==> src/assert_macros.svh <==
// Assertion macros used by the RTL of the aim target jump filter.
// Expects clk_i and rst_ni in the scope where a macro is used.
`ifndef ASSERT_MACROS_SVH
`define ASSERT_MACROS_SVH

// Check that a property holds on every clock edge out of reset.
`define AJF_ASSERT(lbl, prop, msg) \
  lbl: assert property (@(posedge clk_i) disable iff (!rst_ni) (prop)) else $error(msg);

// Check that a condition never holds on a clock edge out of reset.
`define AJF_ASSERT_NEVER(lbl, cond, msg) \
  lbl: assert property (@(posedge clk_i) disable iff (!rst_ni) !(cond)) else $error(msg);

`endif

==> src/ajf_pkg.sv <==
// Package for the aim target jump filter: fixed point constants, register
// reset values, configuration indexes and small helpers. No dependencies.
`timescale 1ns / 1ps

package ajf_pkg;

  // Fraction bits of all angles, rates and angle limits
  localparam int FRAC_BITS = 16;

  // 180/pi in signed Q7.24 (31 bits) and the rounding offset for the shift back
  localparam int                 RAD_SHIFT     = 24;
  localparam logic signed [30:0] DEG_PER_RAD   = 31'sd961263669;
  localparam int                 PROD_W        = 63;
  localparam logic signed [62:0] ROUND_HALF    = 63'sd1 <<< (RAD_SHIFT - 1);

  // Width of the yaw error path, with headroom for the fold and the offset
  localparam int                 ERR_W         = 42;
  localparam logic signed [41:0] HALF_TURN     = 42'(64'sd180 <<< FRAC_BITS);
  localparam logic signed [41:0] FULL_TURN     = 42'(64'sd360 <<< FRAC_BITS);
  localparam logic signed [41:0] S32_MAX       = 42'sd2147483647;
  localparam logic signed [41:0] S32_MIN       = -42'sd2147483648;

  // Register reset values
  localparam logic [30:0] YAW_LIM_RST   = 31'(64'd12 << FRAC_BITS);
  localparam logic [30:0] PITCH_LIM_RST = 31'(((64'd26 << FRAC_BITS) + 64'd50) / 64'd100);
  localparam logic [15:0] REJ_LIM_RST   = 16'd50;
  localparam logic [15:0] ZERO_LIM_RST  = 16'd10;
  localparam logic [7:0]  NCC_RST       = 8'd0;

  // Configuration register indexes
  typedef enum logic [2:0] {
    CFG_YAW_LIM   = 3'd0,
    CFG_PITCH_LIM = 3'd1,
    CFG_REJ_LIM   = 3'd2,
    CFG_ZERO_LIM  = 3'd3,
    CFG_NCC       = 3'd4
  } cfg_idx_e;

  // Saturating 16-bit increment
  function automatic logic [15:0] sat_inc16(input logic [15:0] c);
    sat_inc16 = (c == 16'hFFFF) ? c : c + 16'd1;
  endfunction

endpackage

==> src/aim_target_jump_filter.sv <==
// Top level of the aim target jump filter: pipelined yaw conversion and the
// jump test against the held target. Depends on ajf_pkg and assert_macros.svh.
`timescale 1ns / 1ps
//
//  channel | signals                          | direction | accepted when
//  --------+----------------------------------+-----------+---------------------------
//  in      | in_valid_i, in_stall_o, fields   | into      | in_valid_i && !in_stall_o
//  out     | out_valid_o, out_stall_i, fields | out of    | out_valid_o && !out_stall_i
//  cfg     | cfg_we_i, cfg_idx_i, cfg_wdata_i | into      | cfg_we_i
//
//  One request per cycle while results are not stalled; each request passes through the
//  input register, the 32x31 multiply by 180/pi, fold and saturate, then the jump test.
//  The rate is set by the last stage, which reads and updates the held state as it loads.
//  Reset clears the pipeline, counters and held targets and loads the register defaults.
//  A stalled result holds all stages behind it; the input stalls only when full.

module aim_target_jump_filter (
  input  logic               clk_i,
  input  logic               rst_ni,
  // configuration
  input  logic               cfg_we_i,
  input  logic [2:0]         cfg_idx_i,
  input  logic [30:0]        cfg_wdata_i,
  // input frames
  input  logic               in_valid_i,
  output logic               in_stall_o,
  input  logic [7:0]         req_mode_i,
  input  logic signed [31:0] target_yaw_i,
  input  logic signed [31:0] target_pitch_i,
  input  logic signed [31:0] yaw_rate_i,
  input  logic signed [31:0] pitch_rate_i,
  input  logic signed [31:0] yaw_accel_i,
  input  logic signed [31:0] pitch_accel_i,
  input  logic signed [31:0] imu_yaw_i,
  input  logic signed [31:0] gimbal_yaw_now_i,
  // results
  output logic               out_valid_o,
  input  logic               out_stall_i,
  output logic [7:0]         ctrl_mode_o,
  output logic signed [31:0] aim_yaw_o,
  output logic signed [31:0] aim_pitch_o,
  output logic signed [31:0] ff_yaw_rate_o,
  output logic signed [31:0] ff_pitch_rate_o,
  output logic signed [31:0] ff_yaw_accel_o,
  output logic signed [31:0] ff_pitch_accel_o,
  output logic               target_taken_o
);

  `include "assert_macros.svh"

  // Payload carried down the pipeline
  typedef struct packed {
    logic [7:0]         mode;
    logic signed [31:0] pitch;
    logic signed [31:0] yaw_rate;
    logic signed [31:0] pitch_rate;
    logic signed [31:0] yaw_accel;
    logic signed [31:0] pitch_accel;
    logic               zero;
  } frame_t;

  // Configuration registers
  logic [30:0] yaw_lim_q, pitch_lim_q;
  logic [15:0] rej_lim_q, zero_lim_q;
  logic [7:0]  ncc_q;

  // Pipeline registers
  logic               s1_vld_q, s2_vld_q, s3_vld_q, out_vld_q;
  frame_t             s1_frm_q, s2_frm_q, s3_frm_q;
  logic signed [31:0] s1_tyaw_q, s1_imu_q, s1_gnow_q;
  logic signed [31:0] s2_imu_q, s2_gnow_q;
  logic signed [62:0] s2_prod_q;
  logic signed [31:0] s3_yaw_q;

  // Filter state
  logic signed [31:0] last_yaw_q, last_pitch_q, held_yaw_q, held_pitch_q;
  logic signed [31:0] held_ff_q [4];
  logic               tgt_vld_q;
  logic [15:0]        reject_q, zero_run_q;
  logic [7:0]         mode_q;
  logic               taken_q;

  // Flow control: each stage moves when the one ahead has room
  logic out_free, s3_go, s3_free, s2_go, s2_free, s1_go, s1_free, in_go;

  assign out_free   = !out_vld_q || !out_stall_i;
  assign s3_go      = s3_vld_q && out_free;
  assign s3_free    = !s3_vld_q || out_free;
  assign s2_go      = s2_vld_q && s3_free;
  assign s2_free    = !s2_vld_q || s3_free;
  assign s1_go      = s1_vld_q && s2_free;
  assign s1_free    = !s1_vld_q || s2_free;
  assign in_stall_o = !s1_free;
  assign in_go      = in_valid_i && s1_free;

  // Write configuration registers
  always_ff @(posedge clk_i or negedge rst_ni) begin
    if (!rst_ni) begin
      yaw_lim_q   <= ajf_pkg::YAW_LIM_RST;
      pitch_lim_q <= ajf_pkg::PITCH_LIM_RST;
      rej_lim_q   <= ajf_pkg::REJ_LIM_RST;
      zero_lim_q  <= ajf_pkg::ZERO_LIM_RST;
      ncc_q       <= ajf_pkg::NCC_RST;
    end else if (cfg_we_i) begin
      unique case (ajf_pkg::cfg_idx_e'(cfg_idx_i))
        ajf_pkg::CFG_YAW_LIM:   yaw_lim_q   <= cfg_wdata_i;
        ajf_pkg::CFG_PITCH_LIM: pitch_lim_q <= cfg_wdata_i;
        ajf_pkg::CFG_REJ_LIM:   rej_lim_q   <= cfg_wdata_i[15:0];
        ajf_pkg::CFG_ZERO_LIM:  zero_lim_q  <= cfg_wdata_i[15:0];
        ajf_pkg::CFG_NCC:       ncc_q       <= cfg_wdata_i[7:0];
        default: ;
      endcase
    end
  end

  // Valid bits of the pipeline
  always_ff @(posedge clk_i or negedge rst_ni) begin
    if (!rst_ni) begin
      s1_vld_q  <= 1'b0;
      s2_vld_q  <= 1'b0;
      s3_vld_q  <= 1'b0;
      out_vld_q <= 1'b0;
    end else begin
      if (s1_free)  s1_vld_q  <= in_valid_i;
      if (s2_free)  s2_vld_q  <= s1_vld_q;
      if (s3_free)  s3_vld_q  <= s2_vld_q;
      if (out_free) out_vld_q <= s3_vld_q;
    end
  end

  // Stage 1: register the request
  always_ff @(posedge clk_i) begin
    if (in_go) begin
      s1_frm_q.mode        <= req_mode_i;
      s1_frm_q.pitch       <= target_pitch_i;
      s1_frm_q.yaw_rate    <= yaw_rate_i;
      s1_frm_q.pitch_rate  <= pitch_rate_i;
      s1_frm_q.yaw_accel   <= yaw_accel_i;
      s1_frm_q.pitch_accel <= pitch_accel_i;
      s1_frm_q.zero        <= (target_yaw_i == 32'sd0) && (target_pitch_i == 32'sd0);
      s1_tyaw_q            <= target_yaw_i;
      s1_imu_q             <= imu_yaw_i;
      s1_gnow_q            <= gimbal_yaw_now_i;
    end
  end

  // Stage 2: scale the yaw target by 180/pi
  logic signed [62:0] prod_d;
  assign prod_d = s1_tyaw_q * ajf_pkg::DEG_PER_RAD;

  always_ff @(posedge clk_i) begin
    if (s1_go) begin
      s2_frm_q  <= s1_frm_q;
      s2_prod_q <= prod_d;
      s2_imu_q  <= s1_imu_q;
      s2_gnow_q <= s1_gnow_q;
    end
  end

  // Stage 3: round to degrees, fold the error once, add to the gimbal position, saturate
  logic signed [62:0] rnd;
  logic signed [41:0] deg, err, err_hi, err_f, yaw_sum;
  logic signed [31:0] yaw_d;

  always_comb begin
    rnd    = s2_prod_q + ajf_pkg::ROUND_HALF;
    deg    = ajf_pkg::ERR_W'($signed(rnd[ajf_pkg::PROD_W-1:ajf_pkg::RAD_SHIFT]));
    err    = deg - ajf_pkg::ERR_W'(s2_imu_q);
    err_hi = (err > ajf_pkg::HALF_TURN) ? err - ajf_pkg::FULL_TURN : err;
    err_f  = (err_hi < -ajf_pkg::HALF_TURN) ? err_hi + ajf_pkg::FULL_TURN : err_hi;
    yaw_sum = ajf_pkg::ERR_W'(s2_gnow_q) + err_f;
    priority if (yaw_sum > ajf_pkg::S32_MAX) begin
      yaw_d = 32'sh7FFFFFFF;
    end else if (yaw_sum < ajf_pkg::S32_MIN) begin
      yaw_d = 32'sh80000000;
    end else begin
      yaw_d = yaw_sum[31:0];
    end
  end

  always_ff @(posedge clk_i) begin
    if (s2_go) begin
      s3_frm_q <= s2_frm_q;
      s3_yaw_q <= yaw_d;
    end
  end

  // Stage 4: zero-frame timeout, mode and jump test against the held state
  logic [15:0]        zero_run_d, reject_d;
  logic [7:0]         mode_d;
  logic               no_ctrl, take_d, tgt_vld_d;
  logic signed [31:0] ref_yaw, ref_pitch;
  logic signed [32:0] dy, dp;
  logic [32:0]        mag_y, mag_p;
  logic               jump_ok;

  always_comb begin
    zero_run_d = s3_frm_q.zero ? ajf_pkg::sat_inc16(zero_run_q) : 16'd0;
    mode_d     = (s3_frm_q.zero && (zero_run_d >= zero_lim_q)) ? ncc_q : s3_frm_q.mode;
    no_ctrl    = (mode_d == ncc_q);

    // First target after a reset or no-control is its own reference
    ref_yaw   = tgt_vld_q ? last_yaw_q   : s3_yaw_q;
    ref_pitch = tgt_vld_q ? last_pitch_q : s3_frm_q.pitch;
    dy        = 33'(s3_yaw_q) - 33'(ref_yaw);
    dp        = 33'(s3_frm_q.pitch) - 33'(ref_pitch);
    mag_y     = dy[32] ? 33'(-dy) : 33'(dy);
    mag_p     = dp[32] ? 33'(-dp) : 33'(dp);
    jump_ok   = (mag_y <= {2'b00, yaw_lim_q}) && (mag_p <= {2'b00, pitch_lim_q});

    take_d    = 1'b0;
    tgt_vld_d = tgt_vld_q;
    reject_d  = reject_q;
    priority if (no_ctrl) begin
      tgt_vld_d = 1'b0;
      reject_d  = 16'd0;
    end else if (s3_frm_q.zero) begin
      reject_d  = ajf_pkg::sat_inc16(reject_q);
    end else begin
      tgt_vld_d = 1'b1;
      take_d    = jump_ok || (reject_q >= rej_lim_q);
      reject_d  = take_d ? 16'd0 : ajf_pkg::sat_inc16(reject_q);
    end
  end

  // Update state and result flags as the result is loaded
  always_ff @(posedge clk_i or negedge rst_ni) begin
    if (!rst_ni) begin
      last_yaw_q   <= '0;
      last_pitch_q <= '0;
      held_yaw_q   <= '0;
      held_pitch_q <= '0;
      held_ff_q    <= '{default: '0};
      tgt_vld_q    <= 1'b0;
      reject_q     <= '0;
      zero_run_q   <= '0;
      mode_q       <= '0;
      taken_q      <= 1'b0;
    end else if (s3_go) begin
      zero_run_q <= zero_run_d;
      reject_q   <= reject_d;
      tgt_vld_q  <= tgt_vld_d;
      mode_q     <= mode_d;
      taken_q    <= take_d;
      if (take_d) begin
        last_yaw_q   <= s3_yaw_q;
        last_pitch_q <= s3_frm_q.pitch;
        held_yaw_q   <= s3_yaw_q;
        held_pitch_q <= s3_frm_q.pitch;
        held_ff_q[0] <= s3_frm_q.yaw_rate;
        held_ff_q[1] <= s3_frm_q.pitch_rate;
        held_ff_q[2] <= s3_frm_q.yaw_accel;
        held_ff_q[3] <= s3_frm_q.pitch_accel;
      end
    end
  end

  // Drive the result; held values only change when a new result loads
  assign out_valid_o      = out_vld_q;
  assign ctrl_mode_o      = mode_q;
  assign target_taken_o   = taken_q;
  assign aim_yaw_o        = held_yaw_q;
  assign aim_pitch_o      = held_pitch_q;
  assign ff_yaw_rate_o    = held_ff_q[0];
  assign ff_pitch_rate_o  = held_ff_q[1];
  assign ff_yaw_accel_o   = held_ff_q[2];
  assign ff_pitch_accel_o = held_ff_q[3];

  // A taken target clears the rejection run
  `AJF_ASSERT(a_take_clears_reject, (s3_go && take_d) |=> (reject_q == 16'd0), "reject run not cleared")
  // A taken result leaves a valid reference behind it
  `AJF_ASSERT_NEVER(a_taken_ref_valid, out_vld_q && taken_q && !tgt_vld_q, "reference lost")
  // The reference follows the held target after a take
  `AJF_ASSERT(a_taken_ref_match, (out_vld_q && taken_q) |-> (last_yaw_q == held_yaw_q), "reference mismatch")

endmodule

==> config.mk <==
export PLATFORM = sky130hd
export DESIGN_NAME = aim_target_jump_filter
export DESIGN_NICKNAME = d
export VERILOG_FILES = /design/src/ajf_pkg.sv /design/src/aim_target_jump_filter.sv
export VERILOG_INCLUDE_DIRS = /design/src /design/src/src
export SDC_FILE = /design/constraint.sdc
export NUM_CORES = 2
export LEC_CHECK = 0
export ABC_AREA = 1
export BUFFER_PORTS_ARGS = -buffer_cell sky130_fd_sc_hd__buf_2
export CAP_MARGIN = 20
export CORE_UTILIZATION = 30
export CTS_CLUSTER_DIAMETER = 150
export DETAILED_ROUTE_END_ITERATION = 7
export GPL_ROUTABILITY_DRIVEN = 0
export SYNTH_ARGS = -nofsm -noshare
export SYNTH_HDL_FRONTEND = slang
export SYNTH_SLANG_ARGS = --single-unit
==> constraint.sdc <==
create_clock -name clk_i -period 25 [get_ports clk_i]
set_clock_uncertainty 0.2 [all_clocks]
set_input_delay 1.25 -clock clk_i [delete_from_list [all_inputs] [get_ports clk_i]]
set_output_delay 1.25 -clock clk_i [all_outputs]
set_load 0.1 [all_outputs]
# ---- Word-level counts from Yosys, hierarchy flattened
# Index checks and enable logic that the tools add are counted.
dict set report op_classes {
  n_addsub 11
  n_mul 1
  order_cmp 8
  n_eq_ne 8
  muxes 18
  reduce_logical 28
}
# op count
set op_table {}
lappend op_table {{16-bit two-way mux} 6}
lappend op_table {{32-bit two-way mux} 3}
lappend op_table {{42-bit two-way mux} 2}
lappend op_table {{33-bit by 31-bit <= comparator with 1-bit output} 2}
lappend op_table {{33-bit two-way mux} 2}
lappend op_table {{33-bit negator} 2}
lappend op_table {{32-bit by 32-bit subtractor with 33-bit output} 2}
lappend op_table {{32-bit zero test} 2}
lappend op_table {{63-bit by 25-bit adder with 63-bit output, second input constant} 1}
lappend op_table {{32-bit by 31-bit multiplier with 63-bit output, second input constant} 1}
lappend op_table {{32-bit by 42-bit adder with 42-bit output} 1}
lappend op_table {{42-bit by 26-bit adder with 42-bit output, second input constant} 1}
lappend op_table {{42-bit by 32-bit > comparator with 1-bit output, second input constant} 1}
lappend op_table {{42-bit by 25-bit < comparator with 1-bit output, second input constant} 1}
lappend op_table {{42-bit by 32-bit < comparator with 1-bit output, second input constant} 1}
lappend op_table {{40-bit by 26-bit subtractor with 41-bit output, second input constant} 1}
lappend op_table {{40-bit by 25-bit > comparator with 1-bit output, second input constant} 1}
lappend op_table {{39-bit by 32-bit subtractor with 40-bit output} 1}
lappend op_table {{16-bit by 1-bit adder with 16-bit output, second input constant} 2}
lappend op_table {{16-bit equality test, second input constant} 2}
lappend op_table {{16-bit greater-or-equal comparator} 2}
lappend op_table {{2-bit AND reduction} 7}
lappend op_table {{8-bit equality test} 1}
lappend op_table {{8-bit two-way mux} 1}
lappend op_table {{9 further kinds} 28}
dict set report word_totals {
  register_bits 1102
  input_bits 303
  out_inout_bits 203
  wordCells 122
}

# ---- Logic depth before layout (Yosys ltp)
dict set report depth {
  ltp_word 10
  ltp_mapped 73
  ltp_nobuf 70
}

# ---- Least setup slack after synthesis
# No wires, ideal clock.
dict set report synth_timing {
  path_kind {input to register}
  start {input out_stall_i}
  end {register s1_frm_q[0] (netlist bit), enable pin}
  setup_ns 0.894
  t_arrival_ns 13.101
  t_required_ns 23.906
  setup_slack_ns 10.805
  cell_stages 7
  n_path_buf 0
  cell_sequence {nand2_1 nor2_1 inv_1 nor2_1 inv_1 nor2_1 nor2_1}
}
dict set report synth_via {
  elab_chain_len 6
}
# element line
set synth_rtl {}
lappend synth_rtl {{start, declared} aim_target_jump_filter.sv:38} ;# input logic out_stall_i,
lappend synth_rtl {{1-bit zero test} aim_target_jump_filter.sv:86} ;# assign out_free = !out_vld_q || !out_stall_i;
lappend synth_rtl {{1-bit logical OR} aim_target_jump_filter.sv:86}
lappend synth_rtl {{1-bit logical OR} aim_target_jump_filter.sv:88} ;# assign s3_free = !s3_vld_q || out_free;
lappend synth_rtl {{1-bit logical OR} aim_target_jump_filter.sv:90} ;# assign s2_free = !s2_vld_q || s3_free;
lappend synth_rtl {{1-bit logical OR} aim_target_jump_filter.sv:92} ;# assign s1_free = !s1_vld_q || s2_free;
lappend synth_rtl {{1-bit logical AND} aim_target_jump_filter.sv:94} ;# assign in_go = in_valid_i && s1_free;
lappend synth_rtl {{net in_go} aim_target_jump_filter.sv:84} ;# logic out_free, s3_go, s3_free, s2_go, s2_free, s1_go, s1_free, in_go;
lappend synth_rtl {{end, declared} aim_target_jump_filter.sv:69} ;# frame_t s1_frm_q, s2_frm_q, s3_frm_q;
# The timed path passes the listed nets, and every way through them passes these cells.
# A chain may end at the register's enable or synchronous reset.

# ---- Final worst setup path
dict set report layout_timing {
  start {register s2_prod_q[26]}
  end {register s3_yaw_q[4], data pin}
}
dict set report layout_via {
  elab_chain_len 9
  elab_cells_between_ends 12
  cone_classes {add/sub: 5; order compare: 4; mux: 3}
}
# element line
set layout_rtl {}
lappend layout_rtl {{start, declared} aim_target_jump_filter.sv:72} ;# logic signed [62:0] s2_prod_q;
lappend layout_rtl {{start signal, assigned} aim_target_jump_filter.sv:154} ;# s2_prod_q <= prod_d;
lappend layout_rtl {{63-bit by 25-bit adder with 63-bit output *} aim_target_jump_filter.sv:166} ;# rnd = s2_prod_q + ajf_pkg::ROUND_HALF;
lappend layout_rtl {{39-bit by 32-bit subtractor with 40-bit output *} aim_target_jump_filter.sv:168} ;# err = deg - ajf_pkg::ERR_W'(s2_imu_q);
lappend layout_rtl {{40-bit by 26-bit subtractor with 41-bit output / 40-bit by 25-bit > comparator with 1-bit output (equally long branches)} aim_target_jump_filter.sv:169} ;# err_hi = (err > ajf_pkg::HALF_TURN) ? err - ajf_pkg::FULL_TURN : err;
lappend layout_rtl {{42-bit two-way mux *} aim_target_jump_filter.sv:169}
lappend layout_rtl {{42-bit by 26-bit adder with 42-bit output / 42-bit by 25-bit < comparator with 1-bit output (equally long branches)} aim_target_jump_filter.sv:170} ;# err_f = (err_hi < -ajf_pkg::HALF_TURN) ? err_hi + ajf_pkg::FULL_TURN : err_hi;
lappend layout_rtl {{42-bit two-way mux *} aim_target_jump_filter.sv:170}
lappend layout_rtl {{32-bit by 42-bit adder with 42-bit output *} aim_target_jump_filter.sv:171} ;# yaw_sum = ajf_pkg::ERR_W'(s2_gnow_q) + err_f;
lappend layout_rtl {{42-bit by 32-bit < comparator with 1-bit output} aim_target_jump_filter.sv:174} ;# end else if (yaw_sum < ajf_pkg::S32_MIN) begin
lappend layout_rtl {{32-bit two-way mux} aim_target_jump_filter.sv:174}
lappend layout_rtl {{end signal, assigned} aim_target_jump_filter.sv:184} ;# s3_yaw_q <= yaw_d;
lappend layout_rtl {{end, declared} aim_target_jump_filter.sv:73} ;# logic signed [31:0] s3_yaw_q;
# Mark *: on every way between the ends. The rest lies on a longest branch, timed or not.

==> summary.txt <==
Timing
  – Hold Vio Cnt, Final: 0
  – Pins Over Slew Limit: 0
  – Final Setup Violations: 0
  – Tcrit/Tclk final: 42.86%
  – Setup TNS: 0 ps
  – Unrepaired setup endpoints after global routing: false
  – Worst Tran Pin Value: 1149 ps
  – Max Clk Rate: 93.33 MHz
  – Relative max-transition margin: 23.17%
  – Crit path time final: 10710 ps

Finish
  – Post-layout util: 34.60%
  – Layout cells sized above 1: 10.89%
  – Nets: 9341
  – Synth-to-Final Area Change: 14.25%

Clock network
  – CTS Buf Count: 115
  – Setup Buffers After CTS: 0
  – Clock Sinks: 1079
  – Post-cts repair resize count: 0
  – CTS clk-pin slew, worst paths: 60 ps
  – TritonCTS clock tree: yes
  – Clock latency on the worst-skew pair: 810 ps
  – Clk root buf: clkbuf_16
  – Post-CTS Hold Fix Bufs: 0
  – H-Tree Level Count: 3
  – Clock tree buffer depth: 3

Setup path
  – Worst EP arrival: 11030 ps
  – Critical path class: flip-flop to flip-flop
  – Worst Path Buf+Inv: 4
  – Crit path required time: 25320 ps
  – CP Capture Type: flip-flop
  – CP max FO: 31
  – Crit path max-delay family: simple AND/OR/NAND/NOR gates
  – Most used cell, CP: nand2_1
  – Critical path's slowest cell: nor2_1
  – Critical path launch point type: flip-flop
  – Slowest stage delay, CP: 630 ps

Yosys
  – Seq/Total Area, Yosys: 42.92%
  – Largest cells by area after synthesis: edfxtp_1, fa_1, dfrtp_1, ha_1, nand2_1
  – Count of cell types in the netlist: 63
  – Gate count of the mapped netlist: 7486
  – Synth top cells by count: nand2_1, inv_1, edfxtp_1
  – Ys flop type: edfxtp_1
  – Asr flop ratio synth: 31.51%
  – Synthesized area: 71570 um^2
  – FF+latch count, synth: 1079
  – Mean Syn Cell Area: 9.561 um^2
  – Synthesis warning total: 0
  – Top cell type by total area after synthesis: edfxtp_1
  – Post-synth EDFFs: 739
  – Synth Net Count: 8810
  – Top-count cell post-synth: nand2_1
  – Synth top area share: 31.00%

Global route
  – Global Route Usage Sum: 16.47%
  – Initial antenna violation count: 30
  – Vias in the first global route: 52260
  – First-pass GRT wire length: 306.8 mm
  – Grt ovf: 0
  – Largest net degree at the start of global routing: 117

Floorplan
  – Initial core utilization: 30.29%
  – Die ar.: 240500 um^2
  – Die width: 490.4 um
  – Rows: 178
  – Core Box Area: 236300 um^2
  – Die H: 490.4 um
  – # IOs: 506

Detailed routing
  – Via Count: 52520
  – Met3 WL: 13.25 mm
  – Drt pass-1 iters: 6
  – # DRC: 0
  – Met2 routed WL: 95.67 mm
  – Via-to-Cell Ratio: 4.658
  – Top routing layer in use: met5
  – M1 WL: 86.80 mm
  – Routed WL: 202.5 mm
  – Average wire per standard cell: 17.96 um
  – Routed Antenna Nets: 0
  – Drt initial violations: 3673

Job
  – Max-Cap Viols: 0

Hold path
  – Worst Hold Class: flip-flop to flip-flop

Outcome
  – Status: completed

Placement
  – HPWL Detailed: 161.8 mm
  – Buffers on Ports: 505
## state kept, by name, summed over array words and instances, names as in the netlist, 16 cells and up
name              cells
s1_frm_q            169
s2_frm_q            169
s3_frm_q            169
s2_prod_q            40
aim_pitch_o          32
aim_yaw_o            32
ff_pitch_accel_o     32
ff_pitch_rate_o      32
ff_yaw_accel_o       32
ff_yaw_rate_o        32
s1_gnow_q            32
s1_imu_q             32
s1_tyaw_q            32
s2_gnow_q            32
s2_imu_q             32
s3_yaw_q             32
pitch_lim_q          31
yaw_lim_q            31
rej_lim_q            16
reject_q             16
zero_lim_q           16
zero_run_q           16
## layer usage
layer	track usage, %	vias to the layer above
met1	21.24	25460
met4	5.539	4
met3	3.109	361
met5	0	-
met2	27.58	1667
li1	-	25030
## final timing paths
kind	slack, ps	end	start	depth (start not counted)
min reg2reg	180	s2_gnow_q[12]$_DFFE_PP_	s1_gnow_q[12]$_DFFE_PP_	0
max in group asynchronous	22080	ff_pitch_rate_o[7]$_DFFE_PN0P_	rst_ni	3
max reg2reg	14290	s3_yaw_q[4]$_SDFFCE_PN1P_	s2_prod_q[26]$_DFFE_PP_	62
min	180	s2_gnow_q[12]$_DFFE_PP_	s1_gnow_q[12]$_DFFE_PP_	0
max	14290	s3_yaw_q[4]$_SDFFCE_PN1P_	s2_prod_q[26]$_DFFE_PP_	62
min in group asynchronous	310	out_valid_o$_DFFE_PN0P_	rst_ni	1
## metrics by stage
stage / instance area [um^2] / cells / setup WS [ps] / hold slack [ps]
2_1_floorplan: 71570 / 7486 / 10800 / 200.3
3_3_place_gp: 77730 / 11050 / 14520 / 200.3
3_5_place_dp: 77740 / 11050 / 14330 / 204.5
4_1_cts: 81740 / 11270 / 14350 / 183.1
5_1_grt: 81760 / 11270 / 12990 / 189.5
6_report: 81770 / 11280 / 14290 / 180.5
## final cells by class
type	instances	area, um^2
diodes	7	17.52
clock buffers	146	3168
clock inverters	73	830.8
fillers	23790	154500
inverters	1515	5694
multi-input cells	4769	34600
flip-flops and latches	1079	30720
well taps	3150	3941
repair buffers	537	2798
## logic make-up (layout without fill, tap and decap cells)
| logic type | after synthesis | after routing | share of synthesized area, % |
|---|---|---|---|
| muxes | 64 | 64 | 0.8950 |
| AOI/OAI and AO/OA | 697 | 697 | 5.285 |
| DFF | 1079 | 1079 | 42.92 |
| buffers and inverters | 1638 | 2271 | 8.795 |
| xor gates and xnor gates | 279 | 279 | 3.425 |
| other | 0 | 7 | 0 |
| and+or+nand+nor | 2708 | 2708 | 16.05 |
| adders and majority gates | 1021 | 1021 | 22.63 |
## worst register-to-register path, delay by kind of cell (launching register included)
family	cells	cell delay, ps
AND/OR/NAND/NOR	49	7690
buffers and inverters	4	240
adder cells (fa/ha/maj)	2	740
XOR/XNOR	2	310
flip-flops	1	380
AO/OA/AOI/OAI	5	920
## placed cells by master, fill, tap and decap left out, types with 17 or more instances in the layout
| cell | count |
|---|---|
| a21oi_1 | 278 |
| a31oi_1 | 32 |
| buf_2 | 504 |
| buf_4 | 30 |
| clkbuf_1 | 17 |
| clkbuf_16 | 118 |
| dfrtp_1 | 325 |
| edfxtp_1 | 739 |
| fa_1 | 456 |
| ha_1 | 565 |
| inv_1 | 1487 |
| inv_2 | 21 |
| mux2i_1 | 64 |
| nand2_1 | 1624 |
| nand2_2 | 55 |
| nand3_1 | 376 |
| nand3b_1 | 18 |
| nand4_1 | 69 |
| nor2_1 | 398 |
| nor2_2 | 23 |
| nor3_1 | 58 |
| nor4_1 | 34 |
| o21ai_0 | 290 |
| xnor2_1 | 84 |
| xor2_1 | 194 |
Power is not shown: default switching activity piles up to over one toggle a cycle in this logic, so the estimate is an artifact.
